`config.mk`:
```
export PLATFORM = sky130hd
export DESIGN_NAME = ngga_coord
export DESIGN_NICKNAME = d
export VERILOG_FILES = /design/src/hdl/ngga_pkg.sv /design/src/hdl/ngga_coord.sv
export SDC_FILE = /design/constraint.sdc
export NUM_CORES = 1
export LEC_CHECK = 0
export BUFFER_PORTS_ARGS = -buffer_cell sky130_fd_sc_hd__buf_2
export CORE_MARGIN = 2
export CORE_UTILIZATION = 52
export CTS_BUF_LIST = sky130_fd_sc_hd__clkbuf_8
export DETAILED_ROUTE_END_ITERATION = 7
export MAX_ROUTING_LAYER = met4
export PLACE_DENSITY = 0.68
export SLEW_MARGIN = 15
export SYNTH_ARGS = -nofsm -noshare
export SYNTH_HDL_FRONTEND = slang
export SYNTH_SLANG_ARGS = --single-unit
```
`constraint.sdc`:
```
create_clock -name clk -period 11.13 [get_ports clk]
set_clock_uncertainty 0.05 [all_clocks]
set_input_delay 1.6695 -clock clk [delete_from_list [all_inputs] [get_ports clk]]
set_output_delay 1.6695 -clock clk [all_outputs]
set_load 0.005 [all_outputs]
```
`src/hdl/ngga_pkg.sv`:
```
// shared types, constants and helper functions of the gga sentence parser
package ngga_pkg;

	localparam int DEF_MAX_SENTENCE_BYTES = 81;
	localparam int DEF_FRACTION_DIGITS = 5;

	// quotient bits of the degree division and total latency of the coordinate unit
	localparam int COORD_QBITS = 8;
	localparam int COORD_LAT = COORD_QBITS + 4;

	localparam logic [39:0] ACC_MAX = '1;
	localparam logic [30:0] SAT_MAG = 31'h7FFF_FFFF;

	localparam logic [7:0] CH_DOLLAR = 8'h24;
	localparam logic [7:0] CH_COMMA = 8'h2C;
	localparam logic [7:0] CH_DOT = 8'h2E;
	localparam logic [7:0] CH_NL = 8'h0A;
	localparam logic [7:0] CH_NUL = 8'h00;
	localparam logic [7:0] CH_S = 8'h53;
	localparam logic [7:0] CH_W = 8'h57;

	localparam logic [3:0] FLD_TIME = 4'd1;
	localparam logic [3:0] FLD_LAT = 4'd2;
	localparam logic [3:0] FLD_NS = 4'd3;
	localparam logic [3:0] FLD_LON = 4'd4;
	localparam logic [3:0] FLD_EW = 4'd5;
	localparam logic [3:0] FLD_QUAL = 4'd6;
	localparam logic [3:0] FLD_SATS = 4'd7;
	localparam logic [3:0] FLD_HDOP = 4'd8;
	localparam logic [3:0] FLD_ALT = 4'd9;
	localparam logic [3:0] FLD_AUNIT = 4'd10;
	localparam logic [3:0] FLD_GEOID = 4'd11;
	localparam logic [3:0] FLD_GUNIT = 4'd12;
	localparam logic [3:0] FLD_LAST = FLD_GUNIT;

	localparam logic [3:0] MIN_FIELDS = 4'd10;
	localparam logic [3:0] GEO_FIELDS = 4'd12;

	typedef enum logic [2:0] {
		PH_INT  = 3'b001,
		PH_FRAC = 3'b010,
		PH_STOP = 3'b100
	} ngga_phase_t;

	typedef struct packed {
		logic [6:0]  hours;
		logic [6:0]  minutes;
		logic [6:0]  seconds;
		logic [7:0]  quality_char;
		logic [15:0] satellites_text;
		logic [31:0] hdop_text;
		logic [47:0] altitude_text;
		logic [7:0]  alt_unit_char;
		logic [47:0] geoid_text;
		logic [7:0]  geoid_unit;
	} ngga_fix_t;

	function automatic longint unsigned ngga_pow10(input int n);
		longint unsigned r;
		r = 1;
		for (int i = 0; i < n; i++) begin
			r = r * 10;
		end
		return r;
	endfunction

	// acc * 10 + d, saturating at the top of the 40-bit range
	function automatic logic [39:0] ngga_mac10(input logic [39:0] a, input logic [3:0] d);
		logic [43:0] r;
		r = {1'b0, a, 3'b000} + {3'b000, a, 1'b0} + {40'd0, d};
		return (r > {4'd0, ACC_MAX}) ? ACC_MAX : r[39:0];
	endfunction

	function automatic logic [7:0] ngga_hdr_char(input logic [2:0] pos);
		case (pos)
			3'd0: return CH_DOLLAR;
			3'd1: return 8'h47;
			3'd2: return 8'h50;
			3'd3: return 8'h47;
			3'd4: return 8'h47;
			3'd5: return 8'h41;
			3'd6: return CH_COMMA;
			default: return CH_NUL;
		endcase
	endfunction

	function automatic logic [3:0] ngga_fld_max(input logic [3:0] f);
		case (f)
			FLD_TIME: return 4'd10;
			FLD_LAT: return 4'd10;
			FLD_NS: return 4'd1;
			FLD_LON: return 4'd11;
			FLD_EW: return 4'd1;
			FLD_QUAL: return 4'd1;
			FLD_SATS: return 4'd2;
			FLD_HDOP: return 4'd4;
			FLD_ALT: return 4'd6;
			FLD_AUNIT: return 4'd1;
			FLD_GEOID: return 4'd6;
			FLD_GUNIT: return 4'd1;
			default: return 4'd0;
		endcase
	endfunction

	function automatic logic ngga_fld_char(input logic [3:0] f);
		return (f == FLD_NS) || (f == FLD_EW) || (f == FLD_QUAL);
	endfunction

	function automatic logic [6:0] ngga_dd(input logic [3:0] t, input logic [3:0] u);
		return {t, 3'b000} + {2'b00, t, 1'b0} + {3'b000, u};
	endfunction

endpackage

```
`src/hdl/ngga_coord.sv`:
```
// ddmm.m count scaled by 10^FRACTION_DIGITS to signed 1e-7 degrees, pipeline advancing on en
module ngga_coord import ngga_pkg::*; #(
	parameter int FRACTION_DIGITS = DEF_FRACTION_DIGITS
) (
	input  logic               clk,
	input  logic               en,
	input  logic [39:0]        value,
	input  logic               neg,
	output logic signed [31:0] coord
);

	localparam longint unsigned P10 = ngga_pow10(FRACTION_DIGITS);
	localparam longint unsigned UNIT = 100 * P10;
	localparam logic [39:0] SAT_THR = 40'(215 * UNIT);
	localparam logic [19:0] CMUL = 20'(ngga_pow10(7 - FRACTION_DIGITS));
	localparam logic [23:0] DMUL = 24'd10000000;
	// floor(2^36 / 60)
	localparam logic [30:0] RECIP = 31'd1145324612;

	logic [39:0]            rem_q [COORD_QBITS];
	logic [COORD_QBITS-1:0] quo_q [COORD_QBITS];
	logic                   sat_q [COORD_QBITS];
	logic                   neg_q [COORD_QBITS];

	for (genvar j = 0; j < COORD_QBITS; j++) begin : g_div
		localparam logic [39:0] DIVB = 40'(UNIT << (COORD_QBITS - 1 - j));
		localparam logic [COORD_QBITS-1:0] QBIT = COORD_QBITS'(1 << (COORD_QBITS - 1 - j));
		logic [39:0]            rem_in;
		logic [COORD_QBITS-1:0] quo_in;
		logic                   sat_in;
		logic                   neg_in;

		if (j == 0) begin : g_first
			assign rem_in = value;
			assign quo_in = '0;
			assign sat_in = value >= SAT_THR;
			assign neg_in = neg;
		end else begin : g_next
			assign rem_in = rem_q[j-1];
			assign quo_in = quo_q[j-1];
			assign sat_in = sat_q[j-1];
			assign neg_in = neg_q[j-1];
		end

		always_ff @(posedge clk) begin
			if (en) begin
				if (rem_in >= DIVB) begin
					rem_q[j] <= rem_in - DIVB;
					quo_q[j] <= quo_in | QBIT;
				end else begin
					rem_q[j] <= rem_in;
					quo_q[j] <= quo_in;
				end
				sat_q[j] <= sat_in;
				neg_q[j] <= neg_in;
			end
		end
	end

	logic [49:0] xprod;
	logic [31:0] dprod;
	logic [29:0] x1_q, x2_q;
	logic [31:0] d1_q, d2_q, d3_q;
	logic        sat1_q, sat2_q, sat3_q;
	logic        neg1_q, neg2_q, neg3_q;
	logic [60:0] p_q;
	logic [24:0] q0;
	logic [30:0] r0;
	logic [24:0] t_q;
	logic [32:0] mag;
	logic [31:0] mag_sat;
	logic signed [31:0] coord_q;

	assign xprod = rem_q[COORD_QBITS-1][29:0] * CMUL;
	assign dprod = quo_q[COORD_QBITS-1] * DMUL;

	// minutes part: x / 60 by reciprocal, then one correction step
	assign q0 = p_q[60:36];
	assign r0 = {1'b0, x2_q} - ({q0, 6'b000000} - {4'b0000, q0, 2'b00});
	assign mag = {1'b0, d3_q} + {8'd0, t_q};
	assign mag_sat = (sat3_q || mag > {2'b00, SAT_MAG}) ? {1'b0, SAT_MAG} : mag[31:0];

	always_ff @(posedge clk) begin
		if (en) begin
			x1_q   <= xprod[29:0];
			d1_q   <= dprod;
			sat1_q <= sat_q[COORD_QBITS-1];
			neg1_q <= neg_q[COORD_QBITS-1];

			p_q    <= x1_q * RECIP;
			x2_q   <= x1_q;
			d2_q   <= d1_q;
			sat2_q <= sat1_q;
			neg2_q <= neg1_q;

			t_q    <= (r0 >= 31'd60) ? q0 + 25'd1 : q0;
			d3_q   <= d2_q;
			sat3_q <= sat2_q;
			neg3_q <= neg2_q;

			coord_q <= neg3_q ? -signed'(mag_sat) : signed'(mag_sat);
		end
	end

	assign coord = coord_q;

endmodule

```
# Word level (Yosys, flattened, before mapping)
# Memory sizes are Yosys's and may differ from the RTL's. A register that Yosys moved wholly into a read port is not among the register bits.
# Index checks and enable logic that the tools add are counted.
dict set report word_totals {
  mem_count 4
  output_inout_bits 32
  ram_bits 400
  wordCells 129
  in_bits 43
  register_bits 249
}
dict set report op_classes {
  n_addsub 13
  n_reduce_logical 1
  n_mux 69
  bitwise_logic 16
  magnitude_cmp 11
  multipliers 3
}
# memory depth width read_ports rd_ports_with_merged_regs wr line_no
set memory_table {}
lappend memory_table {rem_q 8 40 8 0 8 ngga_coord.sv:20} ;# logic [39:0] rem_q [COORD_QBITS];
lappend memory_table {quo_q 8 8 8 0 8 ngga_coord.sv:21} ;# logic [COORD_QBITS-1:0] quo_q [COORD_QBITS];
lappend memory_table {neg_q 8 1 8 1 8 ngga_coord.sv:23} ;# logic neg_q [COORD_QBITS];
lappend memory_table {sat_q 8 1 8 1 8 ngga_coord.sv:22} ;# logic sat_q [COORD_QBITS];
# op n
set op_table {}
lappend op_table {{40-bit two-way mux} 8}
lappend op_table {{32-bit two-way mux} 2}
lappend op_table {{8-bit two-way mux} 8}
lappend op_table {{28-bit by 29-bit multiplier with 57-bit output, second input constant} 1}
lappend op_table {{1-bit two-way mux} 50}
lappend op_table {{40-bit by 24-bit greater-or-equal comparator with 1-bit output, second input constant} 1}
lappend op_table {{40-bit by 25-bit greater-or-equal comparator with 1-bit output, second input constant} 1}
lappend op_table {{40-bit by 26-bit greater-or-equal comparator with 1-bit output, second input constant} 1}
lappend op_table {{40-bit by 27-bit greater-or-equal comparator with 1-bit output, second input constant} 1}
lappend op_table {{40-bit by 28-bit greater-or-equal comparator with 1-bit output, second input constant} 1}
lappend op_table {{40-bit by 29-bit greater-or-equal comparator with 1-bit output, second input constant} 1}
lappend op_table {{40-bit by 30-bit greater-or-equal comparator with 1-bit output, second input constant} 1}
lappend op_table {{40-bit by 31-bit greater-or-equal comparator with 1-bit output, second input constant} 1}
lappend op_table {{40-bit by 32-bit greater-or-equal comparator with 1-bit output, second input constant} 1}
lappend op_table {{40-bit by 24-bit subtractor with 40-bit output, second input constant} 1}
lappend op_table {{40-bit by 25-bit subtractor with 40-bit output, second input constant} 1}
lappend op_table {{40-bit by 26-bit subtractor with 40-bit output, second input constant} 1}
lappend op_table {{40-bit by 27-bit subtractor with 40-bit output, second input constant} 1}
lappend op_table {{40-bit by 28-bit subtractor with 40-bit output, second input constant} 1}
lappend op_table {{40-bit by 29-bit subtractor with 40-bit output, second input constant} 1}
lappend op_table {{40-bit by 30-bit subtractor with 40-bit output, second input constant} 1}
lappend op_table {{40-bit by 31-bit subtractor with 40-bit output, second input constant} 1}
lappend op_table {{32-bit by 25-bit adder with 33-bit output} 1}
lappend op_table {{33-bit by 31-bit greater-than comparator with 1-bit output, second input constant} 1}
lappend op_table {{10 further kinds} 25}

# Longest topological paths before layout
# Gate-level depths: netlist (run 1).
dict set report depth {
  depth_word 6
  depth_mapped 22
  depth_no_buf 22
}

# Worst setup path before layout (run 1)
# OpenSTA, ideal clock, no wires.
dict set report synth_path {
  path_type {register to register}
  start {register x1_q[6]}
  end {register p_q[59] (data pin)}
  path_stages_with_launch 23
  setup_ns 0.269
  required_ns 10.811
  period_less_slack_ns 6.313
  arrival_ns 5.993
  setup_slack_ns 4.817
  path_cell_list {edfxtp_1 ha_1 ha_1 inv_1 fa_1 inv_1 fa_1 inv_1 fa_1 fa_1 inv_1 ha_1 a21o_1 a221o_1 a211oi_1 a2111oi_0 a21boi_0 o21ai_1 a211oi_1 or3_1 a31o_2 a2111oi_0 nor3_1}
}
dict set report synth_between {
  elab_chain_cells 1
}
# item line_no
set synth_lines {}
lappend synth_lines {{from (decl)} ngga_coord.sv:62} ;# logic [29:0] x1_q, x2_q;
lappend synth_lines {{from (signal assigned)} ngga_coord.sv:85} ;# x1_q <= xprod[29:0];
lappend synth_lines {{28-bit by 29-bit multiplier with 57-bit output} ngga_coord.sv:90} ;# p_q <= x1_q * RECIP;
lappend synth_lines {{to (signal assigned)} ngga_coord.sv:90}
lappend synth_lines {{to (decl)} ngga_coord.sv:66} ;# logic [60:0] p_q;
# No other way between the ends.
# A chain may end at the register's enable or synchronous reset.

# Final worst setup path (run 1)
# Ends and elaborated chain as after synthesis.

==> results of run 1 <==
==> per-stage QoR <==
step	util [%]	setup slack (ns)
after floorplan	-	4.82
after global placement	54.8	4.11
after detailed placement	54.8	4.07
after CTS	57.3	3.97
after global routing	57.3	3.62
final	57.3	3.99
==> flip-flops by register name (all words and copies together), names as in the netlist, 8 cells and up <==
signal,flops
p_q,25
neg_q,8
rem_q,308
sat_q,8
d2_q,25
x2_q,28
coord,32
quo_q,36
d1_q,25
x1_q,28
d3_q,25
t_q,25
==> layer usage <==
layer  wire [µm]  vias to the layer above
met2       38800                      472
li1            -                    11600
met3        3070                      112
met4        1370                        0
met1       35200                    11700
met5           0                        -
==> path summary, 6_finish.rpt <==
check,depth (start not counted),slack (ns),endpoint
setup / recovery,22,3.99,p_q[59]
hold / removal,0,0.34,d3_q[16]
setup reg to reg,22,3.99,p_q[59]
hold reg to reg,0,0.34,d3_q[16]
==> kinds of logic after synthesis <==
kind of cell | Yosys count | share of synthesized area [%]
AND/OR/NAND/NOR | 803 | 11.1
flip-flops | 579 | 46.9
buffers and inverters | 533 | 5.47
adder cells (fa/ha/maj) | 510 | 20.2
AO/OA/AOI/OAI | 446 | 8.10
XOR/XNOR | 333 | 7.87
multiplexers | 11 | 0.304
==> placed cells by master, fill, tap and decap left out, drive strengths merged, types with 11 or more instances in the layout <==
cell type  count
a211oi        24
a21boi        12
a21o          42
a21oi        105
a31oi         21
and3          35
buf           89
clkbuf        95
clkinv        39
edfxtp       579
fa           148
ha           362
inv          522
nand2        182
nand2b        20
nand3         56
nand3b        15
nand4         36
nor2         187
nor2b         23
nor3          81
nor3b         15
nor4          45
o211ai        14
o21a          20
o21ai         99
o21bai        11
o31ai         16
or2           15
or3           48
xnor2        189
xor2         144
==> synth_stat cells, types with 42 or more instances <==
cell      count
nor2_1      187
xnor2_1     189
or3_1        43
fa_1        148
ha_1        362
nor3_1       76
edfxtp_1    579
nand2_1     182
nor4_1       44
a21oi_1     105
clkbuf_1     42
o21ai_0      96
inv_1       484
nand3_1      54
xor2_1      144
a21o_1       42
==> layout make-up <==
class | instances | area (µm²)
Fill cell | 5771 | 30000
Multi-Input combinational cell | 2103 | 17700
Sequential cell | 579 | 17400
Inverter | 486 | 1820
Clock buffer | 95 | 1310
Tap cell | 940 | 1180
Timing Repair Buffer | 89 | 493
Clock inverter | 76 | 417
Antenna cell | 2 | 5.00
==> summary.txt, run 1 <==
Critical path
  • Slowest CP cell: fa_1
  • Delay-heaviest family, CP: adder cells
  • Worst EP arrival: ~7.5 ns
  • Crit path from: x1_q[6]
  • CP Cell Sequence: ha_1, ha_1, inv_1, fa_1, inv_1, fa_1, inv_1, fa_1, fa_1, inv_1, ha_1, a21o_1, a221o_1, a211oi_1, a2111oi_0, a21boi_0, o21ai_1, a211oi_1, or3_1, a31o_2, a2111oi_0, nor3_1
  • CP Capture Type: flop
  • R2r startpoint: x1_q[6]
  • Kind of critical path: flop to flop
  • CP peak stage delay: 0.54 ns
  • Setup crit start kind: flop
  • CP max FO: 4
  • Critical Path RT: approximately 12 ns
  • Buf/Inv on CP: 4

Detailed routing
  • DRT antenna net count: 0
  • DRC errors left: 0
  • Wire per inst: around 18 µm
  • Pre-antenna DRT Iters: 5
  • Final WL: ~78,000 µm
  • Drt via density: between 5 and 6
  • Via count: ~24,000
  • DR iter-0 viols: roughly 1,500

STA
  • Period utilization: about 64%
  • Setup tns final: 0 ns
  • Minimum clock period: a little over 7 ns
  • Final hold vios: 0
  • Slew @ Worst Pin: between 1 and 1.5 ns
  • RSZ-0062 raised after global routing: no
  • Slew Limit Fails: 0
  • Max Clock Freq: between 0.1 and 0.15 GHz
  • Final setup vio count: 0
  • Final hold slack: between 0.3 and 0.4 ns
  • Relative slew slack: about 32%

Clock tree
  • CTS sink cnt: between 500 and 600
  • Hold buffers post-CTS: 0
  • Clock root cell: clkbuf_8
  • CTS tree: built
  • Post-CTS Setup Repair Bufs: 0
  • CTS Buffer Depth: 3
  • Total CTS buffers: 95
  • Clk_lat worst skew: slightly above 0.7 ns
  • Clock transition at the registers of the reported paths: 0.07 ns
  • CTS resizes: 0
  • H-Tree Depth: 3

Place
  • GP Congestion: between 0.9 and 1
  • Final HPWL DP: just over 60,000 µm
  • Dpl cell area: ~39,000 µm²
  • PortBufs: 74
  • Cells after DPL: roughly 4,200

GRT
  • Grt met3 use: under 10%
  • Vias in the first global route: about 25,000
  • Met1 Usage GRT: around 29%
  • Largest net degree at the start of global routing: 86
  • GRT Resource Usage Total: 22.4%
  • Initial antenna violation count: 3
  • Global-route met2 utilization: 37.6%
  • GR Overflow Total: 0
  • First-pass GRT wire length: roughly 130,000 µm
  • GR peak layer: met2

Logic synthesis
  • Syn Std Cell Area: roughly 37,000 µm²
  • Top post-synthesis cells by area: edfxtp_1, ha_1, fa_1
  • Synth unique cells: 93
  • Seq/Total Area, Yosys: between 40% and 50%
  • Post-Syn Instances: about 3,200
  • Most area-hungry cell type in the Yosys netlist: edfxtp_1
  • Mapped Nets: approximately 3,800
  • Mean area per synthesized cell: 11.5 µm²
  • Ys async rst share: 0%
  • Synth Warn #: 0
  • Top_reg_cell synth: edfxtp_1
  • Top cell type's share of synthesized area: between 40% and 50%
  • Post-synthesis register bit count: about 580
  • Post-synth EDFFs: roughly 580

Layout
  • Layout cell share with drive strength beyond 1: under 10%
  • Non-filler cells in the finished layout: 4,370
  • Area Overhead vs Synth: 8.64%
  • Cell area after layout: around 40,000 µm²
  • Fin nets: 3,907

Hold path
  • Min-delay src: d2_q[16]
  • Class of the worst hold path: flop to flop

Die
  • Die Wd: approximately 270 µm
  • Ports: 75
  • Initial core utilization: between 50% and 60%
  • Core area: 70,300 µm²
  • DIE AREA: 73,400 µm²
  • Die Y: approximately 270 µm
  • # rows: 97

Flow run
  • Max Cap Viol: 0

Status
  • Status: complete, no violations
Power of run 1 is not shown: default switching activity piles up to over one toggle a cycle in this logic, so the estimate is an artifact.
==> inputs of run 2 (changes only) <==
--- a/config.mk
+++ b/config.mk
@@ -5,13 +5,14 @@
 export SDC_FILE = /design/constraint.sdc
 export NUM_CORES = 1
 export LEC_CHECK = 0
+export ABC_AREA = 1
 export BUFFER_PORTS_ARGS = -buffer_cell sky130_fd_sc_hd__buf_2
 export CORE_MARGIN = 2
 export CORE_UTILIZATION = 52
 export CTS_BUF_LIST = sky130_fd_sc_hd__clkbuf_8
 export DETAILED_ROUTE_END_ITERATION = 7
 export MAX_ROUTING_LAYER = met4
-export PLACE_DENSITY = 0.68
+export PLACE_DENSITY = 0.71
 export SLEW_MARGIN = 15
 export SYNTH_ARGS = -nofsm -noshare
 export SYNTH_HDL_FRONTEND = slang
==> constraint.sdc (replaced) <==
create_clock -name clk -period 5.9 [get_ports clk]
set_clock_uncertainty 0.05 [all_clocks]
set_input_delay 0.885 -clock clk [delete_from_list [all_inputs] [get_ports clk]]
set_output_delay 0.885 -clock clk [all_outputs]
set_load 0.005 [all_outputs]
==> summary.txt, run 2 <==
STA
  • Final hold slack: between 0.3 and 0.4 ns
  • Max Clock Freq: 0.179 GHz
  • RSZ-0062 raised after global routing: no
  • Final hold vios: 0
  • Final setup vio count: 0
  • Period utilization: between 90% and 100%
  • Minimum clock period: 5.59 ns
  • Fin worst setup slack: between 0.3 and 0.4 ns
  • Setup tns final: 0 ns
  • Slew @ Worst Pin: 0.914 ns
  • Slew Limit Fails: 0
  • Relative slew slack: about 39%

Detailed routing
  • Drt via density: 5.24
  • DRC errors left: 0
  • Final WL: between 100,000 and 150,000 µm
  • Wire per inst: ~17 µm
  • DR iter-0 viols: around 2,000
  • DRT antenna net count: 0
  • Via count: roughly 32,000
  • Pre-antenna DRT Iters: 6

Logic synthesis
  • Top cell type's share of synthesized area: between 40% and 50%
  • Post-synth EDFFs: 579
  • Commonest cells post-synth: inv_1, nand2_1, edfxtp_1
  • Synth unique cells: slightly below 60
  • Seq/Total Area, Yosys: around two fifths
  • Ys async rst share: 0%
  • Post-synthesis register bit count: around 580
  • Top post-synthesis cells by area: edfxtp_1, ha_1, inv_1
  • Post-Syn Instances: roughly 4,800
  • Mapped Nets: roughly 5,300
  • Most area-hungry cell type in the Yosys netlist: edfxtp_1
  • Mean area per synthesized cell: roughly 8.9 µm²
  • Synth Warn #: 0
  • Syn Std Cell Area: 42,300 µm²
  • Top-count cell post-synth: inv_1
  • Top_reg_cell synth: edfxtp_1

Die
  • Die Y: around 290 µm
  • # rows: around 100
  • Core area: roughly 81,000 µm²
  • Initial core utilization: between 50 and 60%
  • Die Wd: approximately 290 µm
  • Ports: 75
  • DIE AREA: about 84,000 µm²

Critical path
  • CP peak stage delay: between 0.5 and 0.6 ns
  • CP Capture Type: flop
  • Kind of critical path: flop to flop
  • Buf/Inv on CP: 6
  • Most frequent CP cell: inv_1
  • Worst EP arrival: 5.97 ns
  • Critical Path RT: around 6.3 ns
  • Delay-heaviest family, CP: adder cells
  • CP Cell Sequence: ha_1, ha_1, inv_1, fa_1, inv_1, fa_1, inv_1, fa_1, fa_1, inv_1, ha_1, nand2_1, inv_1, a21oi_1, o21ai_0, o21ai_0, o211ai_1, buf_4, xor2_1
  • CP max FO: 4
  • Slowest CP cell: fa_1
  • Setup crit start kind: flop

GRT
  • GRT Resource Usage Total: between 20 and 30%
  • Largest net degree at the start of global routing: 126
  • Vias in the first global route: between 30,000 and 40,000
  • Initial antenna violation count: 1
  • First-pass GRT wire length: between 150,000 and 200,000 µm
  • GR Overflow Total: 0

Clock tree
  • Hold buffers post-CTS: 0
  • Clock root cell: clkbuf_8
  • H-Tree Depth: 3
  • Clock transition at the registers of the reported paths: approximately 0.07 ns
  • Clk_lat worst skew: 0.73 ns
  • Total CTS buffers: 98
  • CTS tree: built
  • CTS Buffer Depth: 3
  • CTS sink cnt: ~580

Layout
  • Core Util, Final: 57.0%
  • Footprint of the multi-input gates: around 21,000 µm²
  • Commonest non-fill, non-tap cell in the layout: inv_1
  • FILL cells: 7,140
  • Most frequent cells in the layout: inv_1, nand2_1, edfxtp_1
  • Largest Register: rem_q
  • Register area: around 17,000 µm²
  • Largest register FFs: just over 300
  • Layout cell share with drive strength beyond 1: around 5.4%
  • Fin nets: between 5,000 and 6,000
  • Area Overhead vs Synth: 8.63%

Status
  • Status: complete, no violations

Place
  • Setup slack at placement: ~0.17 ns
  • PortBufs: 74
  • GP Congestion: roughly 0.99
  • Final HPWL DP: 83,900 µm

Hold path
  • Class of the worst hold path: input pin to flop

Flow run
  • Max Cap Viol: 0
==> run 2: cell types whose count changed after synthesis, sizes merged, moves of 27 or more <==
cell   previous run  this run
nand2           182       861
inv             486       992
nor2            187       508
nand3            56       185
xor2            144       252
xnor2           189        87
a21oi           105       199
nand4            36       104
or3              48         0
a21o             42        10
and3             35         3
o21ai            99       126
==> run 2: area by class of cell <==
type                       instances  share of cell area, %
clock buffer                      98                   2.94
inverter                         992                   8.11
sequential                       579                   37.9
antenna                            1                0.00545
clock inverter                    80                   1.16
timing repair buffer             101                   1.30
multi-input combinational       3146                   45.7
tap                             1060                   2.89
==> run 2: routing by layer <==
layer  wire [µm]  track usage, %  up-vias  share of wire, %
met3        4290            3.02      264               4.2
met2       52600            46.6      807                51
met4        5470            13.0        0               5.3
met1       40000            28.4    14800                39
met5           0               -        -                 0
li1            -               -    15900                 -
==> run 2: logic make-up (layout without fill, tap and decap cells) <==
logic type / Yosys count / after routing / share of synthesized area [%]
compound gates: 459 / 459 / 6.27
xor+xnor: 339 / 339 / 7.02
fa+ha+maj: 510 / 510 / 17.7
buf+inv: 1030 / 1271 / 9.25
flops: 579 / 579 / 41.1
mux: 2 / 2 / 0.0474
other cells: 0 / 1 / 0
simple gates: 1836 / 1836 / 18.5
==> run 2: worst register-to-register path, delay by kind of cell (launching register included) <==
kind	cells	cell delay, ns
adders and majority gates	7	3.13
DFF	1	0.44
AOI/OAI and AO/OA	4	0.90
xor gates and xnor gates	1	0.13
buffers and inverters	6	0.50
and+or+nand+nor	1	0.18
==> run 2: worst paths after layout <==
path,startpoint,end,slack (ns),depth (start not counted)
setup / recovery,x1_q[6],p_q[46],0.31,19
hold / removal,value[9],rem_q[0][9],0.32,1
hold reg to reg,sat2_q,sat3_q,0.33,0
setup reg to reg,x1_q[6],p_q[46],0.31,19
==> run 2: through the flow <==
step	std cells	cell area, µm²
after floorplan	4755	42300
after global placement	5876	44000
after detailed placement	5876	44000
after CTS	6054	45900
after global routing	6057	45900
final	6057	45900
==> run 2: repair_timing <==
item,4_1_cts,5_1_grt
resized for setup,0,7
endpoints found under the setup margin,0,4
hold endpoints to repair,0,0
setup buffers,0,2
Power of run 2 is left out for the same reason.
