[src/hdl/ngga_pkg.sv]
// shared types, constants and helper functions of the gga sentence parser
package ngga_pkg;

	localparam int DEF_MAX_SENTENCE_BYTES = 81;
	localparam int DEF_FRACTION_DIGITS = 5;

	// quotient bits of the degree division and total latency of the coordinate unit
	localparam int COORD_QBITS = 8;
	localparam int COORD_LAT = COORD_QBITS + 4;

	localparam logic [39:0] ACC_MAX = '1;
	localparam logic [30:0] SAT_MAG = 31'h7FFF_FFFF;

	localparam logic [7:0] CH_DOLLAR = 8'h24;
	localparam logic [7:0] CH_COMMA = 8'h2C;
	localparam logic [7:0] CH_DOT = 8'h2E;
	localparam logic [7:0] CH_NL = 8'h0A;
	localparam logic [7:0] CH_NUL = 8'h00;
	localparam logic [7:0] CH_S = 8'h53;
	localparam logic [7:0] CH_W = 8'h57;

	localparam logic [3:0] FLD_TIME = 4'd1;
	localparam logic [3:0] FLD_LAT = 4'd2;
	localparam logic [3:0] FLD_NS = 4'd3;
	localparam logic [3:0] FLD_LON = 4'd4;
	localparam logic [3:0] FLD_EW = 4'd5;
	localparam logic [3:0] FLD_QUAL = 4'd6;
	localparam logic [3:0] FLD_SATS = 4'd7;
	localparam logic [3:0] FLD_HDOP = 4'd8;
	localparam logic [3:0] FLD_ALT = 4'd9;
	localparam logic [3:0] FLD_AUNIT = 4'd10;
	localparam logic [3:0] FLD_GEOID = 4'd11;
	localparam logic [3:0] FLD_GUNIT = 4'd12;
	localparam logic [3:0] FLD_LAST = FLD_GUNIT;

	localparam logic [3:0] MIN_FIELDS = 4'd10;
	localparam logic [3:0] GEO_FIELDS = 4'd12;

	typedef enum logic [2:0] {
		PH_INT  = 3'b001,
		PH_FRAC = 3'b010,
		PH_STOP = 3'b100
	} ngga_phase_t;

	typedef struct packed {
		logic [6:0]  hours;
		logic [6:0]  minutes;
		logic [6:0]  seconds;
		logic [7:0]  quality_char;
		logic [15:0] satellites_text;
		logic [31:0] hdop_text;
		logic [47:0] altitude_text;
		logic [7:0]  alt_unit_char;
		logic [47:0] geoid_text;
		logic [7:0]  geoid_unit;
	} ngga_fix_t;

	function automatic longint unsigned ngga_pow10(input int n);
		longint unsigned r;
		r = 1;
		for (int i = 0; i < n; i++) begin
			r = r * 10;
		end
		return r;
	endfunction

	// acc * 10 + d, saturating at the top of the 40-bit range
	function automatic logic [39:0] ngga_mac10(input logic [39:0] a, input logic [3:0] d);
		logic [43:0] r;
		r = {1'b0, a, 3'b000} + {3'b000, a, 1'b0} + {40'd0, d};
		return (r > {4'd0, ACC_MAX}) ? ACC_MAX : r[39:0];
	endfunction

	function automatic logic [7:0] ngga_hdr_char(input logic [2:0] pos);
		case (pos)
			3'd0: return CH_DOLLAR;
			3'd1: return 8'h47;
			3'd2: return 8'h50;
			3'd3: return 8'h47;
			3'd4: return 8'h47;
			3'd5: return 8'h41;
			3'd6: return CH_COMMA;
			default: return CH_NUL;
		endcase
	endfunction

	function automatic logic [3:0] ngga_fld_max(input logic [3:0] f);
		case (f)
			FLD_TIME: return 4'd10;
			FLD_LAT: return 4'd10;
			FLD_NS: return 4'd1;
			FLD_LON: return 4'd11;
			FLD_EW: return 4'd1;
			FLD_QUAL: return 4'd1;
			FLD_SATS: return 4'd2;
			FLD_HDOP: return 4'd4;
			FLD_ALT: return 4'd6;
			FLD_AUNIT: return 4'd1;
			FLD_GEOID: return 4'd6;
			FLD_GUNIT: return 4'd1;
			default: return 4'd0;
		endcase
	endfunction

	function automatic logic ngga_fld_char(input logic [3:0] f);
		return (f == FLD_NS) || (f == FLD_EW) || (f == FLD_QUAL);
	endfunction

	function automatic logic [6:0] ngga_dd(input logic [3:0] t, input logic [3:0] u);
		return {t, 3'b000} + {2'b00, t, 1'b0} + {3'b000, u};
	endfunction

endpackage

[src/hdl/ngga_parser.sv]
// per-byte sentence state: header check, field matching and field capture
module ngga_parser import ngga_pkg::*; #(
	parameter int MAX_SENTENCE_BYTES = DEF_MAX_SENTENCE_BYTES,
	parameter int FRACTION_DIGITS = DEF_FRACTION_DIGITS
) (
	input  logic        clk,
	input  logic        arst_n,
	input  logic        en,
	input  logic [7:0]  rx_byte,
	output logic        fin_valid,
	output ngga_fix_t   fin_fix,
	output logic [39:0] lat_value,
	output logic        lat_neg,
	output logic [39:0] lon_value,
	output logic        lon_neg
);

	localparam logic [6:0] MAXB = 7'(MAX_SENTENCE_BYTES);
	localparam logic [2:0] FD = 3'(FRACTION_DIGITS);

	logic        in_sent_q, in_sent_n;
	logic [6:0]  len_q, len_n;
	logic        hdr_ok_q, hdr_ok_n;
	logic [3:0]  fidx_q, fidx_n;
	logic [3:0]  flen_q, flen_n;
	logic        failed_q, failed_n;
	logic [3:0]  matched_q, matched_n;
	logic [23:0] time_q, time_n;
	logic [39:0] lat_q, lat_n;
	logic [39:0] lon_q, lon_n;
	logic [2:0]  frac_q, frac_n;
	ngga_phase_t phase_q, phase_n;
	logic [2:0]  lat_scl_q, lat_scl_n;
	logic [2:0]  lon_scl_q, lon_scl_n;
	logic [7:0]  ns_q, ns_n;
	logic [7:0]  ew_q, ew_n;
	logic [7:0]  qual_q, qual_n;
	logic [15:0] sats_q, sats_n;
	logic [31:0] hdop_q, hdop_n;
	logic [47:0] alt_q, alt_n;
	logic [7:0]  aunit_q, aunit_n;
	logic [47:0] geoid_q, geoid_n;
	logic [7:0]  gunit_q, gunit_n;

	logic        digit;
	logic        fin;
	logic        do_adv;
	logic        do_store;
	logic [39:0] acc_sel;
	logic [39:0] nc_acc;
	logic [2:0]  nc_frac;
	ngga_phase_t nc_phase;
	logic        geo;

	assign digit = (rx_byte >= 8'h30) && (rx_byte <= 8'h39);

	always_comb begin
		in_sent_n = in_sent_q;
		len_n     = len_q;
		hdr_ok_n  = hdr_ok_q;
		fidx_n    = fidx_q;
		flen_n    = flen_q;
		failed_n  = failed_q;
		matched_n = matched_q;
		time_n    = time_q;
		lat_n     = lat_q;
		lon_n     = lon_q;
		frac_n    = frac_q;
		phase_n   = phase_q;
		lat_scl_n = lat_scl_q;
		lon_scl_n = lon_scl_q;
		ns_n      = ns_q;
		ew_n      = ew_q;
		qual_n    = qual_q;
		sats_n    = sats_q;
		hdop_n    = hdop_q;
		alt_n     = alt_q;
		aunit_n   = aunit_q;
		geoid_n   = geoid_q;
		gunit_n   = gunit_q;
		fin       = 1'b0;
		do_adv    = 1'b0;
		do_store  = 1'b0;

		// missing fraction digits are padded one per clock after the field closes
		if (lat_scl_q != 3'd0) begin
			lat_n     = ngga_mac10(lat_q, 4'd0);
			lat_scl_n = lat_scl_q - 3'd1;
		end
		if (lon_scl_q != 3'd0) begin
			lon_n     = ngga_mac10(lon_q, 4'd0);
			lon_scl_n = lon_scl_q - 3'd1;
		end

		acc_sel  = (fidx_q == FLD_LON) ? lon_q : lat_q;
		nc_acc   = acc_sel;
		nc_frac  = frac_q;
		nc_phase = phase_q;
		case (phase_q)
			PH_INT: begin
				if (digit) begin
					nc_acc = ngga_mac10(acc_sel, rx_byte[3:0]);
				end else begin
					nc_phase = (rx_byte == CH_DOT) ? PH_FRAC : PH_STOP;
				end
			end
			PH_FRAC: begin
				if (digit) begin
					if (frac_q < FD) begin
						nc_acc  = ngga_mac10(acc_sel, rx_byte[3:0]);
						nc_frac = frac_q + 3'd1;
					end
				end else begin
					nc_phase = PH_STOP;
				end
			end
			PH_STOP: begin
			end
			default: begin
			end
		endcase

		if (en) begin
			if (!in_sent_q) begin
				if (rx_byte == CH_DOLLAR) begin
					in_sent_n = 1'b1;
					len_n     = 7'd1;
					hdr_ok_n  = 1'b0;
					fidx_n    = '0;
					flen_n    = '0;
					failed_n  = 1'b0;
					matched_n = '0;
					time_n    = '0;
					lat_n     = '0;
					lon_n     = '0;
					frac_n    = '0;
					phase_n   = PH_INT;
					lat_scl_n = '0;
					lon_scl_n = '0;
					ns_n      = '0;
					ew_n      = '0;
					qual_n    = '0;
					sats_n    = '0;
					hdop_n    = '0;
					alt_n     = '0;
					aunit_n   = '0;
					geoid_n   = '0;
					gunit_n   = '0;
				end
			end else if (rx_byte == CH_NL) begin
				fin       = 1'b1;
				in_sent_n = 1'b0;
			end else begin
				len_n = len_q + 7'd1;
				if (!failed_q && fidx_q <= FLD_LAST) begin
					if (rx_byte == CH_NUL) begin
						failed_n = 1'b1;
					end else if (!hdr_ok_q) begin
						if (len_q >= 7'd7 || rx_byte != ngga_hdr_char(len_q[2:0])) begin
							failed_n = 1'b1;
						end else if (len_q == 7'd6) begin
							hdr_ok_n = 1'b1;
							fidx_n   = FLD_TIME;
							flen_n   = '0;
						end
					end else begin
						if (flen_q >= ngga_fld_max(fidx_q)) begin
							if (rx_byte == CH_COMMA) begin
								do_adv = 1'b1;
							end else begin
								failed_n = 1'b1;
							end
						end else if (ngga_fld_char(fidx_q)) begin
							do_store  = 1'b1;
							matched_n = matched_q + 4'd1;
							flen_n    = 4'd1;
						end else if (rx_byte == CH_COMMA) begin
							if (flen_q == 4'd0) begin
								failed_n = 1'b1;
							end else begin
								do_adv = 1'b1;
							end
						end else begin
							if (flen_q == 4'd0) begin
								matched_n = matched_q + 4'd1;
							end
							do_store = 1'b1;
							flen_n   = flen_q + 4'd1;
						end

						if (do_store) begin
							case (fidx_q)
								FLD_TIME: begin
									if (flen_q < 4'd6 && digit) begin
										time_n[{flen_q[2:0], 2'b00} +: 4] = rx_byte[3:0];
									end
								end
								FLD_LAT: begin
									lat_n   = nc_acc;
									frac_n  = nc_frac;
									phase_n = nc_phase;
								end
								FLD_NS: ns_n = rx_byte;
								FLD_LON: begin
									lon_n   = nc_acc;
									frac_n  = nc_frac;
									phase_n = nc_phase;
								end
								FLD_EW: ew_n = rx_byte;
								FLD_QUAL: qual_n = rx_byte;
								FLD_SATS: sats_n[{flen_q[0], 3'b000} +: 8] = rx_byte;
								FLD_HDOP: hdop_n[{flen_q[1:0], 3'b000} +: 8] = rx_byte;
								FLD_ALT: alt_n[{flen_q[2:0], 3'b000} +: 8] = rx_byte;
								FLD_AUNIT: aunit_n = rx_byte;
								FLD_GEOID: geoid_n[{flen_q[2:0], 3'b000} +: 8] = rx_byte;
								FLD_GUNIT: gunit_n = rx_byte;
								default: begin
								end
							endcase
						end

						if (do_adv) begin
							if (fidx_q == FLD_LAT) begin
								lat_scl_n = FD - frac_q;
							end
							if (fidx_q == FLD_LON) begin
								lon_scl_n = FD - frac_q;
							end
							fidx_n  = fidx_q + 4'd1;
							flen_n  = '0;
							frac_n  = '0;
							phase_n = PH_INT;
						end
					end
				end
				if (len_n >= MAXB) begin
					fin       = 1'b1;
					in_sent_n = 1'b0;
				end
			end
		end
	end

	always_ff @(posedge clk or negedge arst_n) begin
		if (!arst_n) begin
			in_sent_q <= 1'b0;
			len_q     <= '0;
			hdr_ok_q  <= 1'b0;
			fidx_q    <= '0;
			flen_q    <= '0;
			failed_q  <= 1'b0;
			matched_q <= '0;
			time_q    <= '0;
			lat_q     <= '0;
			lon_q     <= '0;
			frac_q    <= '0;
			phase_q   <= PH_INT;
			lat_scl_q <= '0;
			lon_scl_q <= '0;
			ns_q      <= '0;
			ew_q      <= '0;
			qual_q    <= '0;
			sats_q    <= '0;
			hdop_q    <= '0;
			alt_q     <= '0;
			aunit_q   <= '0;
			geoid_q   <= '0;
			gunit_q   <= '0;
		end else begin
			in_sent_q <= in_sent_n;
			len_q     <= len_n;
			hdr_ok_q  <= hdr_ok_n;
			fidx_q    <= fidx_n;
			flen_q    <= flen_n;
			failed_q  <= failed_n;
			matched_q <= matched_n;
			time_q    <= time_n;
			lat_q     <= lat_n;
			lon_q     <= lon_n;
			frac_q    <= frac_n;
			phase_q   <= phase_n;
			lat_scl_q <= lat_scl_n;
			lon_scl_q <= lon_scl_n;
			ns_q      <= ns_n;
			ew_q      <= ew_n;
			qual_q    <= qual_n;
			sats_q    <= sats_n;
			hdop_q    <= hdop_n;
			alt_q     <= alt_n;
			aunit_q   <= aunit_n;
			geoid_q   <= geoid_n;
			gunit_q   <= gunit_n;
		end
	end

	assign geo = matched_n >= GEO_FIELDS;
	assign fin_valid = fin && hdr_ok_n && (matched_n >= MIN_FIELDS);

	always_comb begin
		fin_fix.hours           = ngga_dd(time_n[3:0], time_n[7:4]);
		fin_fix.minutes         = ngga_dd(time_n[11:8], time_n[15:12]);
		fin_fix.seconds         = ngga_dd(time_n[19:16], time_n[23:20]);
		fin_fix.quality_char    = qual_n;
		fin_fix.satellites_text = sats_n;
		fin_fix.hdop_text       = hdop_n;
		fin_fix.altitude_text   = alt_n;
		fin_fix.alt_unit_char   = aunit_n;
		fin_fix.geoid_text      = geo ? geoid_n : '0;
		fin_fix.geoid_unit      = geo ? gunit_n : '0;
	end

	assign lat_value = lat_n;
	assign lon_value = lon_n;
	assign lat_neg = (ns_n == CH_S) || (ns_n == CH_W);
	assign lon_neg = (ew_n == CH_S) || (ew_n == CH_W);

endmodule

[config.mk]
export PLATFORM = sky130hd
export DESIGN_NAME = ngga_parser
export DESIGN_NICKNAME = d
export VERILOG_FILES = /design/src/hdl/ngga_pkg.sv /design/src/hdl/ngga_parser.sv
export SDC_FILE = /design/constraint.sdc
export NUM_CORES = 1
export LEC_CHECK = 0
export BUFFER_PORTS_ARGS = -buffer_cell sky130_fd_sc_hd__buf_2
export CELL_PAD_IN_SITES_DETAIL_PLACEMENT = 0
export CELL_PAD_IN_SITES_GLOBAL_PLACEMENT = 1
export CORE_MARGIN = 2
export CORE_UTILIZATION = 25
export DETAILED_ROUTE_END_ITERATION = 16
export PLACE_DENSITY_LB_ADDON = 0.1
export SYNTH_ARGS = -nofsm -noshare
export SYNTH_HDL_FRONTEND = slang
export SYNTH_SLANG_ARGS = --single-unit
[constraint.sdc]
create_clock -name clk -period 7.1 [get_ports clk]
set_clock_uncertainty 0.15 [all_clocks]
set_input_delay 1.065 -clock clk [delete_from_list [all_inputs] [get_ports clk]]
set_output_delay 1.065 -clock clk [all_outputs]
set_load 0.01 [all_outputs]
After elaboration in Yosys (flattened, before gate mapping)
Memories as Yosys holds them, arrays and structs flattened.
Index checks and enable logic that the tools add are counted.
Storage, ports and cells
  output and inout port bits: 272
  memories kept: 1
  memory bits (read-only): 64
  word-level logic and storage cells: 411
  flip-flop bits (word level): 322
Operators by class
  reduce and logical (&&, ||, !) cells: 25
  equality and inequality tests: 52
  mux-type cells: 267
  add/sub/neg operators: 22
  shift-type cells: 8
  magnitude comparators: 13
Memories
  (name not given): words 16, width 4, read ports 1, clocked after memory_dff 0, write ports 0, RTL line ngga_pkg.sv:88  | case (f)
Operators by type and width (count)
  2-to-1 mux 40 bit: 27
  2-to-1 mux 48 bit: 19
  2-to-1 mux 8 bit: 52
  2-to-1 mux 32 bit: 9
  2-to-1 mux 24 bit: 10
  2-to-1 mux 4 bit: 37
  2-to-1 mux 16 bit: 9
  adder 43 x 41 -> 44 bit: 3
  > comparator 44 x 40 -> 1 bit (second input constant): 3
  2-to-1 mux 3 bit: 44
  bitwise mux 48 bit: 2
  case mux 40 bit (2 select lines): 1
  2-to-1 mux 1 bit: 49
  variable shift 8 x 8 -> 48 bit (first input constant): 1
  variable part select 8 x 8 -> 48 bit: 1
  adder 44 x 4 -> 44 bit: 1
  case mux 7 bit (5 select lines): 1
  bitwise mux 32 bit: 1
  equality test 8 x 7 -> 1 bit (second input constant): 4
  variable shift 8 x 7 -> 32 bit (first input constant): 1
  variable part select 8 x 7 -> 32 bit: 1
  bitwise mux 24 bit: 1
  equality test 8 x 6 -> 1 bit (second input constant): 3
  variable shift 4 x 7 -> 24 bit (first input constant): 1
  60 further kinds: 106

Depth between registers and ports, before layout
An unclocked memory read counts as a cell.
  word-level depth: 24
  mapped depth: 23
  depth with buffers taken out: 21

Worst setup path after synthesis
Ideal clock, no wire load.
  path kind: reg-to-output
  start: register fidx_q[0]
  end: output port lat_value[32]
  buffers on the path: 2
  required time: 5885 ps
  stages on the path, launching flop included: 21
  arrival: 5329 ps
  slack: 556 ps
  cell sequence: dfrtp_1 > inv_1 > ha_1 > nand2_1 > nor2_1 > clkbuf_1 > clkbuf_1 > mux2i_1 > fa_1 > inv_1 > fa_1 > a211oi_1 > o21a_1 > a211o_1 > a21oi_1 > o2111a_1 > o211ai_1 > o31ai_4 > nand3_1 > a21oi_1 > a2111oi_0
Between the ends
  cells in the longest elaborated chain, start to end: 22
Ends and longest elaborated chain
  start, declared: RTL line ngga_parser.sv:24  | logic [3:0] fidx_q, fidx_n;
  start signal, assigned: RTL line ngga_parser.sv:273  | fidx_q <= fidx_n;
  parallel branches: the longest is 18 deep, another holds adder 43 x 41 -> 44 bit
  2-to-1 mux 40 bit *: RTL line ngga_parser.sv:155  | if (!failed_q && fidx_q <= FLD_LAST) begin
  2-to-1 mux 40 bit *: RTL line ngga_parser.sv:150  | end else if (rx_byte == CH_NL) begin
  2-to-1 mux 40 bit *: RTL line ngga_parser.sv:124  | if (!in_sent_q) begin
  2-to-1 mux 40 bit *: RTL line ngga_parser.sv:123  | if (en) begin
  end, declared: RTL line ngga_parser.sv:12  | output logic [39:0] lat_value,
Every way passes the cells marked *. The select of a mux whose other input is x is not followed.

Final worst setup path
  start: register fidx_q[0]
  end: output port lat_value[30]
The elaborated chain is that of the path after synthesis.

==> key figures <==
Worst setup path
  • Endpoint kind of the worst setup timing path: output port
  • Critical Setup Path Class: register to output port
  • Startpoint of the most critical register-to-register path: fidx_q[0]$_DFFE_PN0P_
  • Critical Path AT: 5.69 ns
  • Kind of start point of the critical path: register
  • Worst r2r path cells: 24
  • Worst flop-to-flop path endpoint: lat_q[30]$_DFF_PN0_
  • Reg-to-reg slack, setup: 1.87 ns
  • Max Fanout on Critical Path: 11
  • CP Data Required Time: 5.88 ns

Yosys
  • Syn Nets: 3,085
  • Yosys warning count: 0
  • Area share of the largest cell type after synthesis: 33.8%
  • Number of instances in the synthesized netlist: 2,862
  • Top cells by area in the synthesized netlist: sky130_fd_sc_hd__dfrtp_1, sky130_fd_sc_hd__ha_1, sky130_fd_sc_hd__nand2_1, sky130_fd_sc_hd__o21ai_0, sky130_fd_sc_hd__a21oi_1
  • Part of the Yosys area used for sequential elements: 33.9%
  • Count leader, synth: sky130_fd_sc_hd__nand2_1
  • Post-synthesis sequential element count: 320
  • Leading area contributor after synthesis: sky130_fd_sc_hd__dfrtp_1
  • Count of unique library cells instantiated by Yosys: 91
  • Commonest cells post-synth: sky130_fd_sc_hd__nand2_1, sky130_fd_sc_hd__dfrtp_1, sky130_fd_sc_hd__o21ai_0, sky130_fd_sc_hd__ha_1, sky130_fd_sc_hd__a21oi_1
  • Post-Syn Area per Cell: 8.26 µm²
  • Async set-or-reset flop fraction in the synthesized netlist: 100%
  • Cell area after synthesis: 0.0236 mm²
  • EDFF count, synth: 0
  • Most used flip-flop cell after synthesis: sky130_fd_sc_hd__dfrtp_1

Route
  • Post-route DRC: 0
  • Routed length per instance: 22.1 µm
  • DRC marker count from the first detailed-route iteration: 1,277
  • Total length of routed wires: 97,600 µm
  • Total vias in the final route: 22.7k
  • Total iterations of the first detailed-routing run: 6
  • ANT nets after route: 0
  • Routed via count divided by cell count: 5.14

GRT
  • Number of antenna violations at the first check in global routing: 0
  • Vias in the first global route: 23.3k
  • Wire length of the first global-routing pass: 148,000 µm
  • Overall routing resource usage: 19.6%
  • Pin count of the biggest net entering global routing: 127
  • Overflow left after global routing: 0

Pwr
  • Power per Cell Area: 492 mW/mm²
  • Static leakage: 12.4 nW
  • Maximum resistive drop on vdd: 304 µV
  • Final Total Pwr: 14.3 mW

Clocking
  • Clock-pin slew on the worst setup and hold paths: 0.06 ns
  • Number of sinks on the clock net: 320
  • Max H-tree Level: 2
  • Root Buffer Master: sky130_fd_sc_hd__clkbuf_16
  • TritonCTS Buffers: 44
  • Clock tree from TritonCTS: yes
  • Worst-skew pair later-pin latency: 0.60 ns
  • Maximum clock insertion buffer count: 3

Flow run
  • Max_cap viols: 0

Floorplan
  • Effective utilization at floorplan: 25.3%
  • Row count: 112
  • Horizontal die dimension: 311 µm
  • Floorplan Core Area: 0.0935 mm²
  • Die outline area: 0.0970 mm²
  • Vertical die dimension: 311 µm
  • I/O pin count: 283

Place
  • Count of buffers from port buffering: 282
  • Post-placement setup slack: -0.184 ns
  • DP Wirelength: 73,100 µm
  • Gp weighted congestion: 0.887
  • Number of placed instances, taps included: 4,314

Final layout
  • Area added between synthesis and finish: 23.0%
  • Post-layout nets: 3,352
  • Share of layout cells above drive strength 1: 19.5%
  • ANT cells: 0
  • Final cell count without fillers: 4,415

STA
  • Final Critical Period: 6.91 ns
  • RSZ-0062 raised after global routing: yes
  • Normalized max-slew margin: 28.7%
  • Final setup fails: 0
  • Post-route clock period utilization: 97.3%
  • Setup ws final: 0.191 ns
  • Total Negative Setup Slacks: 0 ns
  • Least-Margin Pin Slew: 1.07 ns
  • Count of final hold-check violations: 0
  • F_max: 145 MHz
  • Max-slew violations: 0

Worst hold path
  • Path category of the worst min-delay check: input pin to asynchronous set/reset pin

Run status
  • Run status: finished clean
[placed cells by master, fill, tap and decap left out, drive strengths merged, types with 20 or more instances in the layout]
| cell type | instances |
|---|---|
| nand2 | 524 |
| buf | 403 |
| o21ai | 333 |
| dfrtp | 319 |
| ha | 202 |
| a21oi | 180 |
| nor2 | 146 |
| inv | 81 |
| o221ai | 72 |
| xnor2 | 70 |
| nor2b | 62 |
| clkbuf | 61 |
| nand3 | 57 |
| a21o | 56 |
| a22o | 56 |
| xor2 | 37 |
| nand4 | 35 |
| o22ai | 29 |
| nand2b | 28 |
| nor3 | 28 |
| a31oi | 26 |
| o21a | 23 |
| o211ai | 23 |
| mux2i | 21 |
| o31ai | 20 |
[sequential cells by signal (all words and copies together) (netlist names), 4 cells and up]
register and cells:
hdop_q 32, aunit_q 8, sats_q 16, lat_q 40, lon_q 40, qual_q 8
alt_q 48, flen_q 4, matched_q 4, time_q 24, len_q 7, fidx_q 4
ew_q 7, geoid_q 48, gunit_q 8, ns_q 7
[cell families after synthesis]
logic type	after synthesis	synth area share, %
AOI/OAI and AO/OA	948	25.9
xor gates and xnor gates	107	3.97
adders and majority gates	212	11.5
buffers and inverters	265	4.65
DFF	320	33.9
muxes	25	1.08
and+or+nand+nor	985	19.0
[metal layers]
| layer | GRT usage, % | vias up | wire length (µm) | part of all wire, % |
|---|---|---|---|---|
| li1 | - | 10900 | - | - |
| met1 | 25.1 | 11200 | 43600 | 45 |
| met2 | 34.3 | 488 | 47800 | 49 |
| met3 | 2.79 | 124 | 3740 | 3.8 |
| met4 | 4.97 | 0 | 2420 | 2.5 |
| met5 | 0 | - | 0 | 0 |
[where the power goes]
group | switching [mW] | internal (mW) | leakage (nW) | total (mW)
Clock | 0.968 | 1.45 | 0.755 | 2.42
Combinational | 5.74 | 3.71 | 7.66 | 9.45
Sequential | 0.384 | 2.05 | 4.03 | 2.44
[worst max-delay path, stage by stage (launching register included)]
cell and delay, ns:
sky130_fd_sc_hd__dfrtp_2 0.46, sky130_fd_sc_hd__inv_4 0.10, sky130_fd_sc_hd__ha_4 0.16, sky130_fd_sc_hd__nand2_2 0.09, sky130_fd_sc_hd__nor2_4 0.11, sky130_fd_sc_hd__buf_12 0.17, sky130_fd_sc_hd__buf_16 0.15, sky130_fd_sc_hd__mux2i_4 0.26
sky130_fd_sc_hd__inv_2 0.10, sky130_fd_sc_hd__ha_1 0.30, sky130_fd_sc_hd__ha_1 0.31, sky130_fd_sc_hd__a21oi_2 0.23, sky130_fd_sc_hd__o21ai_2 0.12, sky130_fd_sc_hd__a221o_1 0.33, sky130_fd_sc_hd__a31oi_1 0.16, sky130_fd_sc_hd__nor3b_2 0.22
sky130_fd_sc_hd__xor2_1 0.19, sky130_fd_sc_hd__o211a_4 0.22, sky130_fd_sc_hd__buf_8 0.14, sky130_fd_sc_hd__buf_4 0.13, sky130_fd_sc_hd__nand4_1 0.16, sky130_fd_sc_hd__a221oi_4 0.41, sky130_fd_sc_hd__buf_4 0.16, sky130_fd_sc_hd__o21ai_1 0.08
sky130_fd_sc_hd__buf_4 0.18, sky130_fd_sc_hd__buf_2 0.13
[repair_timing]
action	4_1_cts	5_1_grt
endpoints found under the setup margin	81	82
hold buffers	0	0
gates resized for setup	55	87
pin swaps	10	15
gates cloned	1	1
setup buffers	9	12
endpoints found under the hold margin	0	0
[worst max path at each step]
stage | start | to | slack, ns
after floorplan | fidx_q[0]$_DFFE_PN0P_ | lat_value[32] | 0.56
after global placement | fidx_q[0]$_DFFE_PN0P_ | lat_value[38] | -0.002
after detailed placement | fidx_q[0]$_DFFE_PN0P_ | lat_value[38] | -0.18
after CTS | fidx_q[0]$_DFFE_PN0P_ | lon_value[30] | 0.005
after global routing | fidx_q[0]$_DFFE_PN0P_ | lon_value[30] | -0.09
final | fidx_q[0]$_DFFE_PN0P_ | lat_value[30] | 0.19
[cell type report]
class / count / area [µm²]
Clock buffer: 60 / 1240
Fill cell: 9962 / 64400
Sequential cell: 320 / 8010
Inverter: 81 / 307
Tap cell: 1254 / 1570
Clock inverter: 18 / 304
Multi-Input combinational cell: 2277 / 15100
Timing Repair Buffer: 405 / 2520
[stage by stage]
step / hold slack [ns] / instance area, µm² / utilization [%]
after floorplan: 0.288 / 23600 / -
after global placement: 0.306 / 26700 / 28.6
after detailed placement: 0.306 / 26700 / 28.6
after CTS: 0.318 / 28600 / 30.6
after global routing: 0.323 / 29100 / 31.1
final: 0.309 / 29100 / 31.1
Note: power is estimated with default switching activity, not from simulation.
